**src/rtl/dnap_pkg.sv**
```systemverilog
// Shared types, constants and the control store for the damped nested allpass delay.
package dnap_pkg;

  // Default sizes of the two delay lines and the sample word
  localparam int unsigned OuterDepthDef = 4096;
  localparam int unsigned InnerDepthDef = 1024;
  localparam int unsigned SampleBitsDef = 24;

  // Fixed register widths
  localparam int unsigned GainW = 16;
  localparam int unsigned OdlyW = 12;
  localparam int unsigned IdlyW = 10;
  localparam int unsigned CoefW = GainW + 2;  // holds -(-1.0) and 1.0 - a
  localparam int unsigned PcW   = 4;

  // Register reset values
  localparam logic                    NestedRst = 1'b0;
  localparam logic signed [GainW-1:0] OgainRst  = 16'sd16384;
  localparam logic        [GainW-1:0] DgainRst  = 16'd0;
  localparam logic        [OdlyW-1:0] OdlyRst   = 12'd1;
  localparam logic signed [GainW-1:0] IgainRst  = 16'sd16384;
  localparam logic        [IdlyW-1:0] IdlyRst   = 10'd1;

  // Configuration register indexes
  typedef enum logic [2:0] {
    RG_NESTED = 3'd0,
    RG_OGAIN  = 3'd1,
    RG_DGAIN  = 3'd2,
    RG_ODLY   = 3'd3,
    RG_IGAIN  = 3'd4,
    RG_IDLY   = 3'd5
  } reg_idx_e;

  // Multiplier coefficient operand
  typedef enum logic [2:0] {
    CF_G      = 3'd0,
    CF_NEG_G  = 3'd1,
    CF_ONE_MA = 3'd2,
    CF_A      = 3'd3,
    CF_GN     = 3'd4,
    CF_NEG_GN = 3'd5
  } coef_sel_e;

  // Multiplier sample operand
  typedef enum logic [2:0] {
    SS_D  = 3'd0,
    SS_W  = 3'd1,
    SS_M  = 3'd2,
    SS_DN = 3'd3,
    SS_T  = 3'd4
  } samp_sel_e;

  // Adder addend
  typedef enum logic [2:0] {
    AD_ZERO = 3'd0,
    AD_X    = 3'd1,
    AD_D    = 3'd2,
    AD_DN   = 3'd3,
    AD_M    = 3'd4,
    AD_ACC  = 3'd5
  } add_sel_e;

  // Adder destination
  typedef enum logic [2:0] {
    DS_NONE = 3'd0,
    DS_W    = 3'd1,
    DS_Y    = 3'd2,
    DS_ACC  = 3'd3,
    DS_M    = 3'd4,
    DS_T    = 3'd5
  } dest_e;

  // Outer line write data
  typedef enum logic {
    WS_SUM = 1'b0,
    WS_M   = 1'b1
  } wsel_e;

  // One control word
  typedef struct packed {
    logic            rd_issue;  // read both lines at the delayed positions
    logic            load_d;    // latch the line samples
    logic            prod_en;   // load the product register
    coef_sel_e       coef;
    samp_sel_e       samp;
    add_sel_e        add;
    logic            sh16;      // product scale Q.16 instead of Q.15
    dest_e           dest;
    logic            wr_inner;
    logic            wr_outer;
    wsel_e           wsel;
    logic            br_nested; // jump to target when nested mode is on
    logic [PcW-1:0]  target;
    logic            last;      // final step, result goes out
  } uop_t;

  // Control store
  function automatic uop_t uop_rom(input logic [PcW-1:0] pc);
    uop_t u;
    u = '0;
    case (pc)
      4'd0: u.rd_issue = 1'b1;
      4'd1: begin
        u.load_d  = 1'b1;
        u.prod_en = 1'b1;
        u.coef    = CF_G;
        u.samp    = SS_D;
      end
      4'd2: begin
        u.add  = AD_X;
        u.dest = DS_W;
      end
      4'd3: begin
        u.prod_en = 1'b1;
        u.coef    = CF_NEG_G;
        u.samp    = SS_W;
      end
      4'd4: begin
        u.add     = AD_D;
        u.dest    = DS_Y;
        u.prod_en = 1'b1;
        u.coef    = CF_ONE_MA;
        u.samp    = SS_W;
      end
      4'd5: begin
        u.add     = AD_ZERO;
        u.sh16    = 1'b1;
        u.dest    = DS_ACC;
        u.prod_en = 1'b1;
        u.coef    = CF_A;
        u.samp    = SS_M;
      end
      4'd6: begin
        u.add       = AD_ACC;
        u.sh16      = 1'b1;
        u.dest      = DS_M;
        u.br_nested = 1'b1;
        u.target    = 4'd8;
      end
      4'd7: begin
        u.wr_outer = 1'b1;
        u.wsel     = WS_M;
        u.last     = 1'b1;
      end
      4'd8: begin
        u.prod_en = 1'b1;
        u.coef    = CF_GN;
        u.samp    = SS_DN;
      end
      4'd9: begin
        u.add      = AD_M;
        u.dest     = DS_T;
        u.wr_inner = 1'b1;
      end
      4'd10: begin
        u.prod_en = 1'b1;
        u.coef    = CF_NEG_GN;
        u.samp    = SS_T;
      end
      4'd11: begin
        u.add      = AD_DN;
        u.wr_outer = 1'b1;
        u.wsel     = WS_SUM;
        u.last     = 1'b1;
      end
      default: u.last = 1'b1;
    endcase
    return u;
  endfunction

endpackage

```
**src/rtl/dnap_datapath.sv**
```systemverilog
// Shared multiplier, rounding adder with saturation and the working registers.
module dnap_datapath
  import dnap_pkg::*;
#(
  parameter int unsigned SampleBits = SampleBitsDef
) (
  input  logic                          clk_i,
  input  logic                          rst_ni,
  input  uop_t                          uop_i,
  input  logic                          en_i,
  input  logic                          load_x_i,
  input  logic signed [SampleBits-1:0]  x_i,
  input  logic signed [SampleBits-1:0]  outer_d_i,
  input  logic signed [SampleBits-1:0]  inner_d_i,
  input  logic signed [GainW-1:0]       outer_gain_i,
  input  logic        [GainW-1:0]       damping_gain_i,
  input  logic signed [GainW-1:0]       inner_gain_i,
  output logic signed [SampleBits-1:0]  y_o,
  output logic signed [SampleBits-1:0]  outer_wdata_o,
  output logic signed [SampleBits-1:0]  inner_wdata_o
);

  localparam int unsigned Pw = CoefW + SampleBits;
  localparam int unsigned Sw = Pw + 2;
  localparam int unsigned Aw = SampleBits + 2;
  localparam logic signed [Sw-1:0] SatMax = (Sw'(1) <<< (SampleBits - 1)) - Sw'(1);
  localparam logic signed [Sw-1:0] SatMin = -SatMax - Sw'(1);
  localparam logic signed [Sw-1:0] Half15 = Sw'(1) <<< 14;
  localparam logic signed [Sw-1:0] Half16 = Sw'(1) <<< 15;

  logic signed [SampleBits-1:0] x_q, d_q, dn_q, w_q, y_q, m_q, t_q;
  logic signed [Aw-1:0]         acc_q;
  logic signed [Pw-1:0]         prod_q;

  logic signed [CoefW-1:0]      coef;
  logic signed [SampleBits-1:0] samp;
  logic signed [Pw-1:0]         prod_d;
  logic signed [Sw-1:0]         pwide, rnd, addend, sum;
  logic signed [SampleBits-1:0] sum_sat;

  // coefficient operand
  always_comb begin
    case (uop_i.coef)
      CF_G:      coef = CoefW'(outer_gain_i);
      CF_NEG_G:  coef = -CoefW'(outer_gain_i);
      CF_ONE_MA: coef = (CoefW'(1) <<< GainW) - $signed({2'b00, damping_gain_i});
      CF_A:      coef = $signed({2'b00, damping_gain_i});
      CF_GN:     coef = CoefW'(inner_gain_i);
      CF_NEG_GN: coef = -CoefW'(inner_gain_i);
      default:   coef = '0;
    endcase
  end

  // sample operand
  always_comb begin
    case (uop_i.samp)
      SS_D:    samp = outer_d_i;
      SS_W:    samp = w_q;
      SS_M:    samp = m_q;
      SS_DN:   samp = dn_q;
      SS_T:    samp = t_q;
      default: samp = '0;
    endcase
  end

  assign prod_d = coef * samp;

  // round half up, then scale
  always_comb begin
    pwide = Sw'(prod_q);
    if (uop_i.sh16) begin
      rnd = (pwide + Half16) >>> 16;
    end else begin
      rnd = (pwide + Half15) >>> 15;
    end
  end

  // addend
  always_comb begin
    case (uop_i.add)
      AD_ZERO: addend = '0;
      AD_X:    addend = Sw'(x_q);
      AD_D:    addend = Sw'(d_q);
      AD_DN:   addend = Sw'(dn_q);
      AD_M:    addend = Sw'(m_q);
      AD_ACC:  addend = Sw'(acc_q);
      default: addend = '0;
    endcase
  end

  // sum and clamp to the sample range
  always_comb begin
    sum = addend + rnd;
    if (sum > SatMax) begin
      sum_sat = SampleBits'(SatMax);
    end else if (sum < SatMin) begin
      sum_sat = SampleBits'(SatMin);
    end else begin
      sum_sat = SampleBits'(sum);
    end
  end

  // working registers
  always_ff @(posedge clk_i) begin
    if (load_x_i) begin
      x_q <= x_i;
    end
    if (en_i) begin
      if (uop_i.load_d) begin
        d_q  <= outer_d_i;
        dn_q <= inner_d_i;
      end
      if (uop_i.prod_en) begin
        prod_q <= prod_d;
      end
      case (uop_i.dest)
        DS_W:    w_q   <= sum_sat;
        DS_Y:    y_q   <= sum_sat;
        DS_ACC:  acc_q <= Aw'(sum);
        DS_T:    t_q   <= sum_sat;
        default: ;
      endcase
    end
  end

  // low-pass memory
  always_ff @(posedge clk_i or negedge rst_ni) begin
    if (!rst_ni) begin
      m_q <= '0;
    end else if (en_i && (uop_i.dest == DS_M)) begin
      m_q <= sum_sat;
    end
  end

  assign y_o           = y_q;
  assign outer_wdata_o = (uop_i.wsel == WS_M) ? m_q : sum_sat;
  assign inner_wdata_o = sum_sat;

endmodule

```
**config.mk**
```make
export PLATFORM = sky130hd
export DESIGN_NAME = dnap_datapath
export DESIGN_NICKNAME = d
export VERILOG_FILES = /design/src/rtl/dnap_pkg.sv /design/src/rtl/dnap_datapath.sv
export SDC_FILE = /design/constraint.sdc
export NUM_CORES = 2
export LEC_CHECK = 0
export BUFFER_PORTS_ARGS = -buffer_cell sky130_fd_sc_hd__buf_2
export CORE_MARGIN = 5
export CORE_UTILIZATION = 55
export CTS_CLUSTER_DIAMETER = 150
export DETAILED_ROUTE_END_ITERATION = 10
export PLACE_DENSITY = 0.77
export SLEW_MARGIN = 20
export SYNTH_ARGS = -nofsm -noshare
export SYNTH_HDL_FRONTEND = slang
export SYNTH_SLANG_ARGS = --single-unit
```
**constraint.sdc**
```tcl
create_clock -name clk_i -period 9.12 [get_ports clk_i]
set_clock_uncertainty 0.2 [all_clocks]
set_input_delay 2.28 -clock clk_i [delete_from_list [all_inputs] [get_ports clk_i]]
set_output_delay 2.28 -clock clk_i [all_outputs]
set_load 0.05 [all_outputs]
```
==> results.md <==
* Wire length per cell at roughly 23 µm
* Worst reg-to-reg setup slack at roughly 1.4 ns
* Placed instance count at 4337
* FF+latch count, synth at about 220
* Asr flop ratio synth at 10.8%
* Layout fillers at 3636
* Die width at 239 µm
* Synthesized area at 28900 µm²
* Mapped Nets at between 3000 and 4000
* Final Hold Vio Count at 0
* Arrival time worst endpoint at ~10 ns
* Worst skew pair latency at around 0.56 ns
* Yosys warnings at 0
* Clock Path Buffers at 3
* Avg Synthesized Cell Area at ~9.3 µm²
* Core area at 52200 µm²
* CP max stage cell: fa_2
* Via count at about 27000
* Unrepaired setup endpoints after global routing: true
* Post-synth EDFFs at between 150 and 200
* CTS tree: done
* I/O pin count at 221
* Post-route setup slack at -1.26 ns
* Slew at the pin closest to its max-slew limit at around 1.2 ns
* Input/output buffers at about 210
* Top cell type by total area after synthesis: fa_1
* Most frequent cells in the layout: inv_1, buf_4, nand2_1
* Max Cap Violations at 0
* Cell Count, Final, Fillers Out at around 4400
* Area of the multi-input gates at 20900 µm²
* Total Wirelength at just over 100000 µm
* Root Buffer Master: clkbuf_16
* Number of DRC markers in iteration 0 at roughly 3200
* First-pass GRT wire length at around 150000 µm
* Dominant synthesized flop cell: edfxtp_1
* Count of cell types in the netlist at 77
* Post-synth top area share at 29.5%
* Initial antenna violation count at 2
* Most common cell after layout, fill and taps aside: inv_1
* R2r startpoint: dn_q[14]
* Slew Limit Fails at 0
* Congestion Overflow GR at 0
* Clock Sinks at ~220
* Hold Startpoint: m_q[0]
* Syn Inst Count at roughly 3100
* Final period utilization at 114%
* Area grow syn2layout at 29.0%
* GP Congestion at between 1 and 1.5
* Final core utilization at a little under three quarters
* Hold_buf cts at 0
* DRT Pass-1 Iters at 9
* Residual DRC at 0
* Crit Path Class: input port to flop
* Hold Crit Endpoint: m_q[0]
* Worst path max stage delay at just under 0.6 ns
* Post-DP HPWL at 78800 µm
* Post-synthesis sequential area ratio at 22.7%
* Die height at between 200 and 250 µm
* FMAX at 0.0963 GHz
* HP Class: flop to flop
* CP Data Required Time at 9.19 ns
* Setup crit end kind: flop
* # setup viols final at 25
* DIE AREA at roughly 57000 µm²
* Worst R2R End: prod_q[41]
* Total Routing Usage GR at around a third
* Nets at ~4400
* Hold Path Stages at 2
* Initial Utilization at approximately 55%
* Status: complete, but fails checks
* Setup TNS at -21.28 ns
* Synth top area cells: fa_1, edfxtp_1, inv_1
* Min cycle time layout at 10.38 ns
* Num rows at between 80 and 90
* CP max FO at 5
* Share of layout cells above drive strength 1 at between 20% and 30%
* Max_slew headroom at a little under a quarter
* Via/cell ratio at ~6.0
* Number of global-route vias before repair at approximately 27000
* Num CTS Buffers at 23
* Htree depth at 1
* Startpoint types: input port
* Clk slew on worst S/H paths at around 0.070 ns
* FF-to-FF path depth at 27
* Register area at 6550 µm²
* Antenna viol nets, final at 0
* Failing checks: negative setup slack
* Largest net degree at the start of global routing at 49
## layout make-up
class,instances,share of cell area (%)
diodes,2,0.0134
multi-input cells,2140,56.0
clock buffers,29,1.69
repair buffers,748,16.2
clock inverters,13,0.306
flip-flops and latches,222,17.6
well taps,688,2.31
inverters,584,5.90
## how the worst max path moves through the flow
stage	startpoint	to	slack, ns	cells past startpoint
2_1_floorplan	outer_gain_i[3]	prod_q[38]	-1.37	29
3_3_place_gp	outer_gain_i[3]	prod_q[38]	-1.80	29
3_5_place_dp	outer_gain_i[3]	prod_q[40]	-1.96	30
4_1_cts	outer_gain_i[3]	prod_q[40]	-1.21	31
5_1_grt	outer_gain_i[3]	prod_q[38]	-1.48	29
6_report	outer_gain_i[3]	prod_q[41]	-1.26	30
## worst max-delay path: cells and delay by family
| family | cells | cell delay, ns |
|---|---|---|
| adder cells (fa/ha/maj) | 7 | 3.26 |
| AO/OA/AOI/OAI | 11 | 2.12 |
| AND/OR/NAND/NOR | 6 | 2.04 |
| buffers and inverters | 5 | 0.56 |
| XOR/XNOR | 1 | 0.18 |
## what timing repair did
| action | 4_1_cts | 5_1_grt |
|---|---|---|
| setup buffers | 7 | 33 |
| setup endpoints to repair | 66 | 74 |
| gates resized for setup | 64 | 202 |
| gates cloned | 2 | 4 |
| pin swaps | 15 | 104 |
## synthesized netlist by cell type, types with 11 or more instances
cell type,number
a211oi_1,12
a21o_1,23
a21oi_1,120
a221o_1,49
a31oi_1,18
a32oi_1,26
and2_1,64
and3_1,20
clkbuf_1,151
dfrtp_1,24
edfxtp_1,198
fa_1,425
ha_1,133
inv_1,583
mux2i_1,59
nand2_1,436
nand2b_1,20
nand3_1,29
nand4_1,41
nor2_1,135
nor2b_1,41
nor3_1,52
nor3b_1,11
nor4_1,18
o21a_1,12
o21ai_0,102
o31ai_1,19
or3_1,11
or4_1,11
xnor2_1,77
xor2_1,38
## metal layers
| metal | share of wire (%) | track usage (%) | wire length (µm) |
|---|---|---|---|
| met1 | 37 | 45.9 | 37200 |
| met2 | 45 | 52.5 | 45800 |
| met3 | 12 | 8.62 | 12300 |
| met4 | 5.3 | 13.2 | 5330 |
| met5 | 0 | 0 | 0 |
## state kept, by name, indices dropped and copies added, names as in the netlist
name and flops:
prod_q 28, acc_q 26, d_q 24, dn_q 24, m_q 24, t_q 24
w_q 24, x_q 24, y_o 24
## stage by stage
step	worst slack [ns]	hold slack (ns)	cell area [µm²]
2_1_floorplan	-1.37	0.293	29300
3_3_place_gp	-1.80	0.355	35000
3_5_place_dp	-1.96	0.364	35000
4_1_cts	-1.21	0.378	36100
5_1_grt	-1.48	0.421	37200
6_report	-1.26	0.392	37200
## cell families (layout without fill, tap and decap cells)
family / after synthesis / after routing / share of synthesized area, %
AO/OA/AOI/OAI: 477 / 477 / 11.3
XOR/XNOR: 115 / 115 / 3.49
adder cells (fa/ha/maj): 558 / 558 / 35.2
buffers and inverters: 750 / 1374 / 9.80
flip-flops: 222 / 222 / 22.7
multiplexers: 71 / 71 / 2.59
other: 0 / 2 / 0
AND/OR/NAND/NOR: 919 / 919 / 14.9
Power is left out: the tool's default activity adds up to more than one toggle a clock period on the data nets, which glitch-free logic cannot reach.
