**src/rtl/dnap_dmod.sv**
```systemverilog
// Reduces a delay setting modulo the line depth by a reciprocal multiply, quotient first.
module dnap_dmod #(
  parameter int unsigned Dw     = 12,
  parameter int unsigned Depth  = 4096,
  parameter logic [Dw-1:0] RstVal = Dw'(1)
) (
  input  logic          clk_i,
  input  logic          rst_ni,
  input  logic          start_i,
  input  logic [Dw-1:0] delay_i,
  output logic          busy_o,
  output logic [Dw-1:0] mod_o
);

  localparam int unsigned Lw = $clog2(Depth);
  localparam int unsigned Sh = Dw + Lw;
  localparam int unsigned Mw = Dw + 2;
  localparam int unsigned Pw = Dw + Mw;
  localparam int unsigned Cw = Dw + Lw;
  // ceil(2^Sh / Depth): exact quotient for every Dw-bit delay
  localparam logic [63:0]   RecipL = ((64'd1 << Sh) + 64'(Depth) - 64'd1) / 64'(Depth);
  localparam logic [Mw-1:0] Recip  = Mw'(RecipL);
  localparam logic [Cw-1:0] DepthC = Cw'(Depth);

  logic [Dw-1:0] dly_q, q_q, r_q;
  logic [Dw-1:0] q_d, r_d;
  logic [Pw-1:0] qprod;
  logic [Cw-1:0] back;
  logic          busy_q;

  // quotient by reciprocal multiply
  always_comb begin
    qprod = Pw'(delay_i) * Pw'(Recip);
    q_d   = Dw'(qprod >> Sh);
  end

  // remainder: delay less quotient times depth
  always_comb begin
    back = Cw'(q_q) * DepthC;
    r_d  = dly_q - Dw'(back);
  end

  always_ff @(posedge clk_i or negedge rst_ni) begin
    if (!rst_ni) begin
      r_q    <= RstVal;
      dly_q  <= '0;
      q_q    <= '0;
      busy_q <= 1'b0;
    end else if (start_i) begin
      dly_q  <= delay_i;
      q_q    <= q_d;
      busy_q <= 1'b1;
    end else if (busy_q) begin
      r_q    <= r_d;
      busy_q <= 1'b0;
    end
  end

  assign busy_o = busy_q;
  assign mod_o  = r_q;

endmodule

```
**config.mk**
```make
export PLATFORM = sky130hd
export DESIGN_NAME = dnap_dmod
export DESIGN_NICKNAME = d
export VERILOG_FILES = /design/src/rtl/dnap_dmod.sv
export SDC_FILE = /design/constraint.sdc
export NUM_CORES = 1
export LEC_CHECK = 0
export BUFFER_PORTS_ARGS = -buffer_cell sky130_fd_sc_hd__buf_2
export CAP_MARGIN = 10
export CORE_ASPECT_RATIO = 1.4
export CORE_MARGIN = 2
export CORE_UTILIZATION = 47
export DETAILED_ROUTE_END_ITERATION = 12
export PLACE_DENSITY_LB_ADDON = 0.15
export SLEW_MARGIN = 20
export SYNTH_ARGS = -nofsm -noshare
export SYNTH_HDL_FRONTEND = slang
export SYNTH_SLANG_ARGS = --single-unit
export TNS_END_PERCENT = 30
```
**constraint.sdc**
```tcl
create_clock -name clk_i -period 2.05 [get_ports clk_i]
set_input_delay 0.205 -clock clk_i [delete_from_list [all_inputs] [get_ports clk_i]]
set_output_delay 0.205 -clock clk_i [all_outputs]
set_load 0.005 [all_outputs]
```
==> results of run 1 <==
==> final cells by class <==
type	count	share of cell area
flip-flops and latches	25	0.546
multi-input cells	25	0.276
repair buffers	29	0.133
clock buffers	4	0.0229
well taps	21	0.0229
==> stage by stage <==
stage | util | power [W] | instances
2_1_floorplan | - | 0.000715 | 52
3_3_place_gp | 0.571 | 0.000794 | 99
3_5_place_dp | 0.571 | 0.000799 | 99
4_1_cts | 0.589 | 0.00101 | 104
5_1_grt | 0.589 | 0.00105 | 104
6_report | 0.589 | 0.000989 | 104
==> routing by layer <==
layer	GRT usage	wire, um	vias up
li1	-	-	241
met1	0.176	608	258
met2	0.237	747	19
met3	0.0222	75	2
met4	0.0804	10	0
met5	0	0	-
==> power by group through the flow <==
stage	registers, W	logic [W]	clock network (W)
5_1_grt	0.000613	0.000201	0.000236
3_3_place_gp	0.000612	0.000181	0
4_1_cts	0.000605	0.000186	0.000220
6_report	0.000602	0.000182	0.000204
3_5_place_dp	0.000614	0.000185	0
2_1_floorplan	0.000612	0.000102	0
==> sequential cells by signal, summed over array words and instances (netlist names) <==
register,cells
busy_o,1
dly_q,12
mod_o,12
==> cell usage in the layout, fill, tap and decap left out <==
cell type,Yosys,layout
sky130_fd_sc_hd__buf_2,0,27
sky130_fd_sc_hd__buf_4,1,1
sky130_fd_sc_hd__clkbuf_1,0,1
sky130_fd_sc_hd__clkbuf_4,0,3
sky130_fd_sc_hd__dfrtp_1,24,24
sky130_fd_sc_hd__dfstp_2,1,1
sky130_fd_sc_hd__dlygate4sd3_1,0,1
sky130_fd_sc_hd__mux2_2,14,14
sky130_fd_sc_hd__mux2_4,10,10
sky130_fd_sc_hd__nor2b_2,1,1
==> Yosys cell counts, drive strengths merged <==
library cell,number
buf,2
mux2,24
dfrtp,24
dfstp,1
nor2b,1
==> worst max-delay path, stage by stage, from the launching register on <==
cell and delay (ns):
sky130_fd_sc_hd__dfrtp_1 0.35, sky130_fd_sc_hd__nor2b_2 0.27, sky130_fd_sc_hd__buf_4 0.26, sky130_fd_sc_hd__mux2_4 0.31
==> worst max path at each step <==
| stage | startpoint | to | slack (ns) | cells after the start |
|---|---|---|---|---|
| floorplan | busy_o | mod_o[10] | 0.92 | 3 |
| global placement | start_i | mod_o[10] | 0.67 | 4 |
| detailed placement | start_i | mod_o[5] | 0.64 | 4 |
| CTS | busy_o | mod_o[1] | 0.75 | 3 |
| global route | busy_o | mod_o[6] | 0.68 | 3 |
| finish | busy_o | mod_o[5] | 0.76 | 3 |
==> cells by family after synthesis <==
kind of cell,count (synthesis),share of synthesized area
buf+inv,2,0.0195
mux,24,0.320
flops,25,0.652
simple gates,1,0.00910
==> what timing repair did <==
action / in CTS / in global routing
hold buffers: 1 / 0
endpoints found under the hold margin: 24 / 0
setup endpoints to repair: 0 / 0
==> summary.md, run 1 <==
| Metric | Value |
|---|---|
| Part of the Yosys area used for sequential elements | 0.651 |
| Antenna viol nets, final | 0 |
| Worst endpoint required time | 2.25 ns |
| Synth area leaders | sky130_fd_sc_hd__dfrtp_1 (62%), sky130_fd_sc_hd__mux2_2 (16%), sky130_fd_sc_hd__mux2_4 (16%), sky130_fd_sc_hd__dfstp_2 (2.7%), sky130_fd_sc_hd__buf_6 (1.2%) |
| Count of mapped cells out of synthesis | 52 |
| Number of flip-flops and latches in the synthesized netlist | 25 |
| Number of hold-slack violations in the final timing report | 0 |
| Buffers added on ports | 27 |
| Net Sw Power | 0.000224 W |
| Vias in the first global route | 584 |
| Placed Area | 1110 um^2 |
| Setup TNS | 0 ns |
| Chip Height | 57.5 um |
| Diodes inserted | 0 |
| Number of cells on the worst hold path | 2 |
| Post-DR wirelength/cell | 13.9 um |
| Clock Path Buffers | 2 |
| Resized Gates After CTS | 0 |
| Unique cell type count in the Yosys netlist | 7 |
| Area of the die | 2430 um^2 |
| Combinational share of power | 0.185 |
| Sink Count | 25 |
| Post-route cell area | 1150 um^2 |
| Number of maximum-capacitance violations | 0 |
| Worst-case setup margin in the final layout | 0.756 ns |
| Overflow left after global routing | 0 |
| Fraction of power spent switching nets | 0.227 |
| Worst reg2reg startpoint | busy_o |
| Kind of path behind the tightest hold check | in -> reg |
| Core Footprint | 1950 um^2 |
| Setup CP Type | reg -> reg |
| Max-Slew Margin vs Limit | 0.648 |
| Internal | 0.000764 W |
| Final setup fails | 0 |
| Wire length of the first global-routing pass | 2.60 mm |
| Max FO, Critical Path | 8 |
| Buffer cell driving the clock tree root | sky130_fd_sc_hd__clkbuf_4 |
| Horizontal die dimension | 42.2 um |
| Area of combinational cells with multiple inputs | 317 um^2 |
| Net count of the mapped netlist | 67 |
| Final min period | 1.29 ns |
| Post-CTS setup repair buffer count | 0 |
| Fillcell total | 168 |
| Clock slew seen by the registers of the worst setup and hold paths | 0.12 ns |
| Final net count | 99 |
| Most area-hungry cell type in the Yosys netlist | sky130_fd_sc_hd__dfrtp_1 |
| Final-report max-slew violation count | 0 |
| Via density | 5.00 |
| Worst Max-Slew Pin Slew | 0.528 ns |
| Sequential share of power | 0.609 |
| Depth of the most critical reg-to-reg path | 3 |
| Leakage power | 0.556 nW |
| All-layer global routing usage | 0.143 |
| Number of vias after detailed routing | 520 |
| Count of boundary I/O pins | 28 |
| Number of iterations in the first detailed-routing pass | 2 |
| Overall routed net length | 1.44 mm |
| Mean instance size in the synthesized netlist | 18.5 um^2 |
| Site row count | 19 |
| Clock network latency to the later pin of the worst-skew pair | 0.30 ns |
| Worst hold margin | 0.120 ns |
| Area growth syn-to-layout | 19.4% |
| Post-Syn Area | 962 um^2 |
| RR Endpoint | mod_o[5] |
| Power Dens Cells | 861 nW/um^2 |
| Clock Skew | 0.00315 ns |
| Depth of the CTS H-tree | 1 |
| Proportion of layout cells with a drive suffix above 1 | 0.687 |
| Sequential cell area in the final layout | 627 um^2 |
| DRC violation count after routing | 0 |
| Pin count of the biggest net entering global routing | 26 |
| Effective utilization at floorplan | 0.494 |
| Half-perimeter wire length after placement | 1.08 mm |
| Worst-case setup slack after placement | 0.640 ns |
| Total CTS buffers | 3 |
| Run status | finished clean |
| Synthesis warning total | 0 |
| Endpoint kind of the worst setup timing path | register |
| Unrepaired setup endpoints after global routing | no |
| First-iteration detailed-routing DRC count | 1 |
| Routability cong. | 0.638 |
| End point of the most critical hold path | dly_q[4] |
| Arrival time at the worst endpoint | 1.49 ns |
| Reg-to-reg slack, setup | 0.76 ns |
| Worst-case vdd ir drop | 0.536 mV |
| Achievable frequency | 0.773 GHz |
| Antenna violations before repair | 0 |
| CTS tree | built |
| Portion of total power attributed to the clock network | 0.207 |
| Area share of the leading cell type in the synthesized netlist | 0.624 |
| Launch instance of the worst min-delay path | delay_i[4] |
| Startpoint type of the worst setup path | register |
| Fin crit share | 0.631 |
Note: power is estimated with default switching activity, not from simulation.
==> inputs of run 2 (changes only) <==
- clock period: 2.05 -> 1.3 ns (I/O delays scaled with it)
==> run 2 against run 1 <==
Fmax rose by 12%. Clock skew grew 0.0041 ns. Final area up 1.3%. Largest cell class unchanged. Largest power group unchanged. Highest routed layer unchanged.
==> summary.md, run 2 (synthesis gave the netlist of run 1 again) <==
| Metric | Value |
|---|---|
| Area of the die | 2430 um^2 (unchanged) |
| Final setup fails | 0 (unchanged) |
| First-iteration detailed-routing DRC count | 7 (+6) |
| Sink Count | 25 (unchanged) |
| Effective utilization at floorplan | 0.494 (unchanged) |
| Depth of the CTS H-tree | 1 (unchanged) |
| Via density | 4.92 (-1.7%) |
| Sequential share of power | 0.602 (-0.007) |
| Achievable frequency | 0.863 GHz (+12%) |
| Buffer cell driving the clock tree root | sky130_fd_sc_hd__clkbuf_4 |
| CTS tree | built |
| Site row count | 19 (unchanged) |
| Internal | 0.00121 W (+58%) |
| Pin count of the biggest net entering global routing | 26 (unchanged) |
| Count of boundary I/O pins | 28 (unchanged) |
| Number of maximum-capacitance violations | 0 (unchanged) |
| Run status | finished clean |
| Startpoint type of the worst setup path | register |
| Depth of the most critical reg-to-reg path | 3 (unchanged) |
| Endpoint kind of the worst setup timing path | register |
| Final min period | 1.16 ns (-0.135 ns) |
| Total CTS buffers | 3 (unchanged) |
| Fin crit share | 0.892 (+0.261) |
| Clock Path Buffers | 2 (unchanged) |
| Clock Skew | 0.00728 ns (+0.00414 ns) |
| Met3 routed wirelength | 98 um (+31%) |
| Arrival time at the worst endpoint | 1.36 ns (-0.13 ns) |
| Met1 Routed Length | 669 um (+10%) |
| Worst endpoint required time | 1.50 ns (-0.75 ns) |
| Worst Max-Slew Pin Slew | 0.539 ns (+0.0106 ns) |
| Setup CP Type | reg -> reg |
| Final-report max-slew violation count | 0 (unchanged) |
| Worst-case setup margin in the final layout | 0.141 ns (-0.615 ns) |
| DRC violation count after routing | 0 (unchanged) |
| Commonest non-fill, non-tap cells in the layout | sky130_fd_sc_hd__buf_2 (27), sky130_fd_sc_hd__dfrtp_1 (24), sky130_fd_sc_hd__mux2_2 (14) |
| Final net count | 101 (+2.0%) |
| Clock slew seen by the registers of the worst setup and hold paths | 0.13 ns (about the same) |
| Overflow left after global routing | 0 (unchanged) |
| Antenna viol nets, final | 0 (unchanged) |
| Buffers added on ports | 27 (unchanged) |
| Number of hold-slack violations in the final timing report | 0 (unchanged) |
| Chip Height | 57.5 um (unchanged) |
| Detail Route met2 WL | 757 um (+1.3%) |
| Most common cell after layout, fill and taps aside | sky130_fd_sc_hd__buf_2 |
| Area growth syn-to-layout | 20.9% |
| Proportion of layout cells with a drive suffix above 1 | 0.694 (+0.00737) |
| Overall routed net length | 1.54 mm (+6.4%) |
| Antenna violations before repair | 0 (unchanged) |
| Worst reg2reg startpoint | busy_o |
| Vias in the first global route | 577 (-1.2%) |
| All-layer global routing usage | 0.144 (+0.000470) |
| Number of iterations in the first detailed-routing pass | 4 (+2) |
| Core Footprint | 1950 um^2 (unchanged) |
| Fraction of power spent switching nets | 0.237 (+0.0101) |
| Setup TNS | 0 ns (unchanged) |
| Worst setup path startpoint | busy_o |
| Worst-case setup slack after placement | 0.148 ns (-0.492 ns) |
| Power Dens Cells | 1360 nW/um^2 (+58%) |
| Half-perimeter wire length after placement | 1.12 mm (+4.0%) |
| Routability cong. | 0.674 (+5.6%) |
| RR Endpoint | mod_o[8] |
| Setup crit end | mod_o[8] |
| Wire length of the first global-routing pass | 2.62 mm (+0.81%) |
| Net Sw Power | 0.000375 W (+67%) |
| Unrepaired setup endpoints after global routing | no |
| Clock network latency to the later pin of the worst-skew pair | 0.31 ns (about the same) |
| Diodes inserted | 0 (unchanged) |
| Number of vias after detailed routing | 521 (+0.19%) |
| Horizontal die dimension | 42.2 um (unchanged) |
| Topmost layer with routed signal wires | met4 |
| Worst-case vdd ir drop | 0.799 mV (+49%) |
| Combinational share of power | 0.186 (about the same) |
| Max-Slew Margin vs Limit | 0.641 (-0.00708) |
| Kind of path behind the tightest hold check | in -> reg |
| Portion of total power attributed to the clock network | 0.213 (+0.006) |
| Post-DR wirelength/cell | 14.5 um (+4.4%) |
| Reg-to-reg slack, setup | 0.14 ns (-0.62 ns) |
| Max FO, Critical Path | 6 (-2) |
| Leakage power | 0.566 nW (+1.8%) |
-- run 2: cell types whose count changed in the layout (fill, tap and decap cells not counted) --
cell,change
sky130_fd_sc_hd__buf_4,+2
-- run 2: how the worst min path moves through the flow --
stage	startpoint	endpoint	cells after the start
after floorplan	rst_ni	busy_o	0
after global placement	rst_ni	mod_o[7]	1
after detailed placement	rst_ni	mod_o[7]	1
after CTS	delay_i[4]	dly_q[4]	2
after global routing	delay_i[8]	dly_q[8]	2
final	delay_i[0]	dly_q[0]	2
-- run 2: metrics by stage --
step | cells | hold WS [ns] | utilization | power (W) | instance area [um^2]
after floorplan | 52 | -0.166 | - | 0.00113 | 962
final | 106 | 0.0397 | 0.597 | 0.00158 | 1160
after CTS | 106 | 0.0338 | 0.597 | 0.00160 | 1160
after detailed placement | 101 | 0.145 | 0.578 | 0.00127 | 1130
after global placement | 101 | 0.145 | 0.578 | 0.00126 | 1130
after global routing | 106 | 0.0303 | 0.597 | 0.00166 | 1160
-- run 2: timing repair --
action | CTS | global route
hold endpoints to repair | 24 | 0
hold buffers | 1 | 0
endpoints found under the setup margin | 0 | 0
gates resized for setup | 0 | 0
setup buffers | 0 | 0
-- run 2: power by group through the flow --
stage / clock network [W] / registers (W) / logic (W)
4_1_cts: 0.000346 / 0.000957 / 0.000301
2_1_floorplan: 0 / 0.000965 / 0.000161
5_1_grt: 0.000371 / 0.000969 / 0.000322
3_3_place_gp: 0 / 0.000967 / 0.000292
3_5_place_dp: 0 / 0.000970 / 0.000299
6_report: 0.000337 / 0.000954 / 0.000294
-- run 2: layout make-up --
cell class	instances	area, um^2
fill	163	786
clock buffer	4	26.3
multi-input combinational	25	317
tap	21	26.3
sequential	25	627
timing repair buffer	31	168
-- run 2: worst max-delay path, stage by stage (launching register included) --
cell                      delay [ns]
sky130_fd_sc_hd__dfrtp_1        0.36
sky130_fd_sc_hd__nor2b_2        0.17
sky130_fd_sc_hd__buf_4          0.18
sky130_fd_sc_hd__mux2_2         0.34
-- run 2: metal layers --
metal | track usage | vias to the layer above
li1 | - | 243
met3 | 0.0285 | 2
met5 | 0 | -
met1 | 0.190 | 257
met4 | 0.0670 | 0
met2 | 0.226 | 19
==> inputs of run 3 (changes only) <==
- ABC_AREA: unset -> 1
- BUFFER_PORTS_ARGS: -buffer_cell sky130_fd_sc_hd__buf_2 -> unset
- DONT_BUFFER_PORTS: unset -> 1
==> run 3 against run 2 <==
Critical path depth is the same. Via count grew 34%. Hold slack gained 0.25 ns. Sequential power shrank 2.2%. Count of clock-buffer cells in the layout shrank 1. Die area shrank 0.84%. Clock skew grew 0.0091 ns. Largest power group unchanged.
==> summary.md, run 3 <==
| Metric | Value |
|---|---|
| Run status | finished clean |
| Compound-Gate Fraction of Synth Area | 0 (unchanged) |
| Wire length of the first global-routing pass | 2.80 mm (+6.8%) |
| Portion of total power attributed to the clock network | 0.240 (+0.027) |
| Antenna viol nets, final | 0 (unchanged) |
| Net Sw Power | 0.000379 W (+0.90%) |
| Kind of path behind the tightest hold check | in -> reg |
| DRC violation count after routing | 0 (unchanged) |
| Site row count | 19 (unchanged) |
| Post-synthesis adder-cell area fraction | 0 (unchanged) |
| Count of boundary I/O pins | 28 (unchanged) |
| Number of vias after detailed routing | 696 (+34%) |
| Number of hold-slack violations in the final timing report | 0 (unchanged) |
| Sequential cell area in the final layout | 627 um^2 (unchanged) |
| Worst setup path startpoint | busy_o |
| Antenna violations before repair | 0 (unchanged) |
| Number of enable-type register cells in the synthesized netlist | 0 (unchanged) |
| Fillcell total | 183 (+12%) |
| Clock network latency to the later pin of the worst-skew pair | 0.32 ns (about the same) |
| Clock Skew | 0.0164 ns (+0.00908 ns) |
| Synth area leaders | sky130_fd_sc_hd__dfrtp_1 (63%), sky130_fd_sc_hd__nand2_1 (24%), sky130_fd_sc_hd__nand3_1 (6.3%), sky130_fd_sc_hd__dfstp_2 (2.8%), sky130_fd_sc_hd__buf_2 (2.1%) |
| Setup TNS | 0 ns (unchanged) |
| Unrepaired setup endpoints after global routing | no |
| Routability cong. | 0.728 (+7.9%) |
| Main combinational cell family by area after synthesis | simple AND/OR/NAND/NOR gates |
| Fraction of synthesized area in multiplexers | 0 (-0.320) |
| Worst-case setup margin in the final layout | 0.146 ns (+0.00564 ns) |
| Horizontal die dimension | 42.1 um (-0.41%) |
| Worst Max-Slew Pin Slew | 0.538 ns (-0.000377 ns) |
| Achievable frequency | 0.867 GHz (+0.49%) |
| Effective utilization at floorplan | 0.489 (-0.00449) |
| Net count of the mapped netlist | 119 (+78%) |
| Sequential share of power | 0.652 (+0.050) |
| Post-DR wirelength/cell | 12.2 um (-16%) |
| First-iteration detailed-routing DRC count | 17 (+10) |
| Xor/xnor share of the synthesized area | 0 (unchanged) |
| Core Footprint | 1950 um^2 (unchanged) |
| Total CTS buffers | 3 (unchanged) |
| Pin count of the biggest net entering global routing | 26 (unchanged) |
| Final min period | 1.15 ns (-0.00564 ns) |
| Proportion of synthesized flip-flops having asynchronous set or reset | 1.00 (unchanged) |
| Sink Count | 25 (unchanged) |
| Final setup fails | 0 (unchanged) |
| Combinational share of power | 0.108 (-0.078) |
| Part of the Yosys area used for sequential elements | 0.657 (+0.00598) |
| Unique cell type count in the Yosys netlist | 8 (+1) |
| Placed Area | 956 um^2 (-15%) |
| Leading post-synthesis cells by instance count | sky130_fd_sc_hd__nand2_1 (60), sky130_fd_sc_hd__dfrtp_1 (24), sky130_fd_sc_hd__nand3_1 (12) |
| Count of mapped cells out of synthesis | 104 (+100%) |
| Worst-case vdd ir drop | 0.881 mV (+10%) |
| Internal | 0.00105 W (-13%) |
| Overflow left after global routing | 0 (unchanged) |
| Clock slew seen by the registers of the worst setup and hold paths | 0.15 ns (+0.02 ns) |
| Number of flip-flops and latches in the synthesized netlist | 25 (unchanged) |
| Worst-case setup slack after placement | 0.175 ns (+0.0271 ns) |
| Via density | 4.97 (+1.1%) |
| Mean instance size in the synthesized netlist | 9.17 um^2 (-50%) |
| Cell with the largest stage delay on the worst path | sky130_fd_sc_hd__dfrtp_1 |
| Max-Slew Margin vs Limit | 0.641 (about the same) |
| Worst path most repeated cell | sky130_fd_sc_hd__nand2_1 |
| List of cells traversed by the critical path | nand2_2 -> nand2_1 -> nand2_1 |
| Proportion of layout cells with a drive suffix above 1 | 0.0756 (-0.618) |
| Max FO, Critical Path | 14 (+8) |
| Overall routed net length | 1.71 mm (+11%) |
| Worst reg2reg startpoint | busy_o |
| Post-route cell area | 1130 um^2 (-2.8%) |
| Delay contributed by the slowest stage of the critical path | 0.64 ns (+0.28 ns) |
| Vias in the first global route | 670 (+16%) |
| Most area-hungry cell type in the Yosys netlist | sky130_fd_sc_hd__dfrtp_1 |
| Half-perimeter wire length after placement | 1.11 mm (-1.2%) |
| Post-Syn Area | 953 um^2 (-0.91%) |
| Number of iterations in the first detailed-routing pass | 4 (unchanged) |
| Clock Path Buffers | 2 (unchanged) |
| Post-CTS setup repair buffer count | 0 (unchanged) |
| Commonest non-fill, non-tap cells in the layout | sky130_fd_sc_hd__nand2_1 (60), sky130_fd_sc_hd__dfrtp_1 (24), sky130_fd_sc_hd__dlygate4sd3_1 (13) |
| Final net count | 135 (+34%) |
| Basic-gate share of the synthesized area counting and, or, nand and nor cells | 0.306 (+0.297) |
| Final-report max-slew violation count | 0 (unchanged) |
| All-layer global routing usage | 0.152 (+0.00854) |
| Buffer cell driving the clock tree root | sky130_fd_sc_hd__clkbuf_4 |
| Worst endpoint required time | 1.51 ns (about the same) |
| CTS tree | built |
| Power Dens Cells | 1270 nW/um^2 (-7.0%) |
| Diodes inserted | 0 (unchanged) |
| Launch instance of the worst min-delay path | start_i |
| Flip-flop cell with the highest count after synthesis | sky130_fd_sc_hd__dfrtp_1 |
| Depth of the CTS H-tree | 1 (unchanged) |
| Area share of the leading cell type in the synthesized netlist | 0.630 (+0.00573) |
| Dominant cell by count in the synthesized netlist | sky130_fd_sc_hd__nand2_1 |
| Buffers added on ports | 0 (-100%) |
| Arrival time at the worst endpoint | 1.36 ns (about the same) |
| Area growth syn-to-layout | 18.6% |
| Area of combinational cells with multiple inputs | 292 um^2 (-7.9%) |
| Fin crit share | 0.887 (-0.00434) |
| Setup CP Type | reg -> reg |
| Number of maximum-capacitance violations | 0 (unchanged) |
| Fraction of power spent switching nets | 0.265 (+0.0277) |
| Chip Height | 57.3 um (-0.43%) |
| Most common cell after layout, fill and taps aside | sky130_fd_sc_hd__nand2_1 |
| Area of the die | 2410 um^2 (-0.84%) |
| Startpoint type of the worst setup path | register |
| Leakage power | 0.611 nW (+8.0%) |
| Endpoint kind of the worst setup timing path | register |
| Synthesis warning total | 0 (unchanged) |
## run 3: worst paths after layout
check                      endpoint  slack [ns]  depth (start not counted)
max                        mod_o[4]        0.15                          3
min                          busy_o        0.29                          1
max reg2reg                mod_o[4]        0.15                          3
min reg2reg                mod_o[0]        0.48                          2
max in group asynchronous  mod_o[0]        0.60                          2
min in group asynchronous  mod_o[5]        0.32                          2
## run 3: stage by stage
step                      hold WS [ns]  instances  total power [W]  utilization
final                            0.291        140          0.00143        0.580
after global routing             0.312        140          0.00151        0.580
after CTS                        0.449        139          0.00144        0.576
after detailed placement        -0.165        121          0.00105        0.490
after global placement          -0.165        121          0.00105        0.490
after floorplan                 -0.166        104          0.00103            -
## run 3: layout make-up
type | instances | area share
Tap cell | 21 | 0.0232
Inverter | 1 | 0.00332
Clock inverter | 1 | 0.00442
Clock buffer | 3 | 0.0199
Timing Repair Buffer | 16 | 0.137
Sequential cell | 25 | 0.554
Multi-Input combinational cell | 73 | 0.258
## run 3: cell families (layout without fill, tap and decap cells)
| logic type | count (synthesis) | count (layout) |
|---|---|---|
| and+or+nand+nor | 73 | 73 |
| DFF | 25 | 25 |
| buffers and inverters | 6 | 21 |
## run 3: worst max-delay path: cells and delay by family, from the launching register on
kind / cells / cell delay, ns
flip-flops: 1 / 0.64
AND/OR/NAND/NOR: 3 / 0.41
## run 3: metal layers
layer / global-route usage / wire (um) / up-vias
li1: - / - / 350
met4: 0.0670 / 16 / 0
met3: 0.0348 / 66 / 2
met5: 0 / 0 / -
met1: 0.188 / 796 / 327
met2: 0.254 / 832 / 17
## run 3: repair_timing
action,CTS,global route
resized for setup,0,1
endpoints found under the setup margin,0,21
hold buffers,14,1
hold endpoints to repair,39,24
## run 3: power groups by stage
stage	clock network, W	logic, W	registers (W)
floorplan	0	0.0000990	0.000929
global placement	0	0.0000978	0.000948
detailed placement	0	0.000102	0.000950
CTS	0.000346	0.000155	0.000934
global route	0.000385	0.000181	0.000944
finish	0.000343	0.000155	0.000933
